**src/design/btlpm_ram.sv**
```systemverilog
// ----------------------------------------------------------------------------
// btlpm_ram
// Generic simple dual-port RAM, one write and one registered read port.
// ----------------------------------------------------------------------------
module btlpm_ram #(
    parameter int WIDTH = 8,
    parameter int DEPTH = 64
) (
    input  logic                     clk,
    input  logic                     we,
    input  logic [$clog2(DEPTH)-1:0] waddr,
    input  logic [WIDTH-1:0]         wdata,
    input  logic                     re,
    input  logic [$clog2(DEPTH)-1:0] raddr,
    output logic [WIDTH-1:0]         rdata
);

    logic [WIDTH-1:0] mem [DEPTH];
    logic [WIDTH-1:0] rdata_reg;

    always_ff @(posedge clk)
    begin
        if (we)
        begin
            mem[waddr] <= wdata;
        end
        if (re)
        begin
            rdata_reg <= mem[raddr];
        end
    end

    assign rdata = rdata_reg;

endmodule

```
**config.mk**
```make
export PLATFORM = sky130hd
export DESIGN_NAME = btlpm_ram
export DESIGN_NICKNAME = d
export VERILOG_FILES = /design/src/design/btlpm_ram.sv
export SDC_FILE = /design/constraint.sdc
export NUM_CORES = 1
export LEC_CHECK = 0
export BUFFER_PORTS_ARGS = -buffer_cell sky130_fd_sc_hd__buf_2
export CORE_MARGIN = 1
export CORE_UTILIZATION = 40
export DETAILED_ROUTE_END_ITERATION = 12
export GPL_TIMING_DRIVEN = 0
export SLEW_MARGIN = 30
export SYNTH_ARGS = -nofsm -noshare
export SYNTH_HDL_FRONTEND = slang
export SYNTH_SLANG_ARGS = --single-unit
```
**constraint.sdc**
```tcl
create_clock -name clk -period 2.1 [get_ports clk]
set_clock_uncertainty 0.1 [all_clocks]
set_input_delay 0.105 -clock clk [delete_from_list [all_inputs] [get_ports clk]]
set_output_delay 0.105 -clock clk [all_outputs]
set_load 0.05 [all_outputs]
```
## After elaboration in Yosys (flattened, before gate mapping)

Memory sizes are Yosys's and may differ from the RTL's. A register that Yosys moved wholly into a read port is not among the register bits.
Index checks and enable logic that the tools add are counted.

- Bits in registers: 0
- RAM bits: 512
- Output and inout port bits: 8
- Word-level logic and storage cells: 3
- Memories: 1

- Multiplexer cells: 2

Memory list:

| name | depth | width | read ports | clocked after Yosys merged registers in | write ports | RTL line | RTL |
|---|---|---|---|---|---|---|---|
| mem | 64 | 8 | 1 | 1 | 1 | 18 | `logic [WIDTH-1:0] mem [DEPTH];` |

Operators with widths:

| kind | number |
|---|---|
| $mux W1 | 2 |

## Logic depth before layout (Yosys ltp)

- Word-level depth: 2
- Depth in mapped cells: 9
- Mapped depth without buffers: 5

## Worst setup path before layout

Ideal clock, no wire load.

- Path type: input to register
- From: in raddr[1]
- To: reg rdata_reg[3] (netlist: rdata[3]), read port of mem (data pin)
- Data arrival time: 1.645 ns
- Setup slack: 0.089 ns
- Stages: 7
- Buffers on the path: 3
- Cell sequence: buf_4 buf_2 buf_2 mux4_2 mux4_2 o21ai_1 o41ai_1

RTL lines:

| what | RTL line | RTL |
|---|---|---|
| from (decl) | 14 | `input logic [$clog2(DEPTH)-1:0] raddr,` |
| to (decl) | 19 | `logic [WIDTH-1:0] rdata_reg;` |

==> metrics.txt <==
WS Path Type=reg -> reg; Compound-Gate Fraction of Synth Area=0.0206; Root Buffer=clkbuf_16; Synth Net Count=around 960; failing checks=negative hold slack, negative setup slack; grt ovf=0; core region area=approximately 0.05 mm^2; Layout Nets=1046; Yosys reg bits=520; CP startpoint=mem[6][0]; setup violators final=8; FF-to-FF End=rdata[0]; syn avg cell area=approximately 22 um^2; FF-to-FF path depth=5; final WL=approximately 49000 um; area grow syn2layout=14.2%; Max IR drop VDD=a little under 0.6 mV; die area=between 0.05 and 0.06 mm^2; Iter 0 DRT Violations=between 1k and 1.5k; flip-flop count of the largest register after layout=around 510; Clock Latency Late Sink=a little under 0.6 ns; mapped cell area=0.0202 mm^2; Netlist cell types=39; Clk pin slew, worst setup/hold paths=0.06 ns; Worst R2R Start=mem[6][0]; crit share post-route=1.06; initial core utilization=0.404; simple-gate share of the synthesized area=0.0337; die height=227 um; drt pass-1 iters=5; Pwr Density=949 mW/mm^2; Post-synth ARST share=0; critical path fanouts, max=1; Setup Buffers After CTS=0; commonest cells after routing, fill and taps aside=520 x edfxtp_1, 126 x mux4_2, 77 x nor2_1; YS warnings=0; post-synthesis mux area share=0.159; initial antenna violation count=3; GRT Resource Usage Total=0.198; TritonCTS Buffers=52; first-pass GRT wire length=71000 um; vias per cell=5.66; Synth Area in Adders=0; worst hold path depth=1; xor/xnor cell area share of the yosys netlist=0; main combinational cell family by area after synthesis=multiplexers; vias in the first global route=roughly 10k; Min-Delay Path Class=in -> reg; Max-Cap Viols=0; worst-margin pin slew=1.03 ns; fraction of layout cells with a size suffix above 1=0.276; flop2flop setup slack=-0.12 ns; final hold violation count=3; commonest non-fill, non-tap cell in the layout=edfxtp_1; die width=~230 um; Final Max Tran Viols=0; Cells after Synth=940; fmax=approximately 450 MHz; post-synthesis sequential area ratio=0.771; drt wl/cell=about 28 um; Post-synth top flop=edfxtp_1; status=finished, violations left; Buffers on Ports=22; largest net degree at the start of global routing=65; Leakage=a little over 7 nW; CTS sink count=between 500 and 600; crit path capture=rdata[0]; endpoint class of the critical path=flip-flop; sum of net half-perimeters after detailed placement=31200 um; H-Tree Depth=2; Antenna Cells=0; post-route ant nets=0; CP Data Required Time=~2.3 ns; Cell Rows=82; fin util=0.462; relative slew slack=0.315; Hold WS=-0.00516 ns; Critical Path AT=between 2 and 2.5 ns; unrepaired setup endpoints after global routing=yes; # DRC=0; critical path launch point type=flip-flop; Final min period=about 2.2 ns; Vias=between 9k and 10k; TritonCTS clock tree=built; Setup WS post-layout=-0.121 ns; GPL Wtd Cong=between 0.9 and 1; Top-Level Pins=31; EDFF count, synth=520; Longest Clk Path Bufs=3
-- critical path, stage by stage (launching register included) --
cell       delay (ns)
edfxtp_1         0.36
mux4_2           0.51
mux4_2           0.57
nor2_2           0.16
nor3_1           0.08
o2bb2ai_2        0.17
-- stage by stage --
stage | TNS [ns] | area (um^2) | power (mW) | std cells | worst slack [ns]
after floorplan | 0 | 20200 | 12.4 | 940 | 0.0887
after global placement | -110.94 | 21200 | 12.9 | 1634 | -1.08
after detailed placement | -135.73 | 21200 | 12.9 | 1634 | -1.12
after CTS | -0.514 | 23100 | 22.1 | 1735 | -0.103
after global routing | -0.756 | 23100 | 22.5 | 1735 | -0.132
final | -0.572 | 23100 | 21.9 | 1735 | -0.121
-- power by group --
part | internal, mW | switching (mW) | total, mW
combinational | 0.435 | 0.813 | 1.25
clock | 5.35 | 3.82 | 9.17
sequential | 11.5 | 0.0168 | 11.5
-- timing repair --
action	4_1_cts	5_1_grt
hold buffers	7	0
gates cloned	0	0
resized for setup	32	8
endpoints found under the setup margin	8	8
pin swaps	3	1
endpoints found under the hold margin	171	0
-- worst min-delay path by stage --
stage                       endpoint  startpoint
after floorplan            mem[0][0]    wdata[0]
after global placement      rdata[0]          re
after detailed placement    rdata[2]          re
after CTS                 mem[48][3]    wdata[3]
after global routing      mem[20][1]    wdata[1]
final                     mem[48][3]    wdata[3]
-- area by class of cell --
| type | count | area, um^2 |
|---|---|---|
| Fill cell | 4245 | 26900 |
| Tap cell | 672 | 841 |
| Clock buffer | 65 | 1370 |
| Timing Repair Buffer | 29 | 200 |
| Buffer | 51 | 337 |
| Clock inverter | 29 | 293 |
| Sequential cell | 520 | 15600 |
| Multi-Input combinational cell | 369 | 4470 |
-- Yosys cell counts, drive strengths merged, types with 3 or more instances --
master | n | area (um^2)
nand3 | 13 | 65.1
nor2b | 14 | 87.6
a21oi | 3 | 15.0
a22oi | 3 | 22.5
o2bb2ai | 3 | 26.3
nand3b | 3 | 22.5
nand2 | 19 | 71.3
nor2 | 83 | 312
buf | 34 | 253
nor3 | 7 | 35.0
clkbuf | 17 | 63.8
a221oi | 6 | 52.6
a211oi | 4 | 30.0
o22ai | 8 | 50.1
mux2i | 23 | 230
o221ai | 8 | 70.1
mux4 | 126 | 2840
mux2 | 13 | 146
o2111ai | 3 | 26.3
edfxtp | 520 | 15600
o21ai | 4 | 20.0
nand2b | 7 | 43.8
-- cell families (layout without fill, tap and decap cells) --
logic type	Yosys count	count (layout)
flip-flops	520	520
multiplexers	162	162
AND/OR/NAND/NOR	153	153
AO/OA/AOI/OAI	54	54
buffers and inverters	51	174
-- metal layers --
metal | up-vias | wire, um | global-route usage
li1 | 4108 | - | -
met2 | 412 | 22900 | 0.302
met3 | 95 | 3820 | 0.0412
met5 | - | 48 | 0
met4 | 6 | 1750 | 0.0810
met1 | 5202 | 20700 | 0.280
Note: power is estimated with default switching activity, not from simulation.
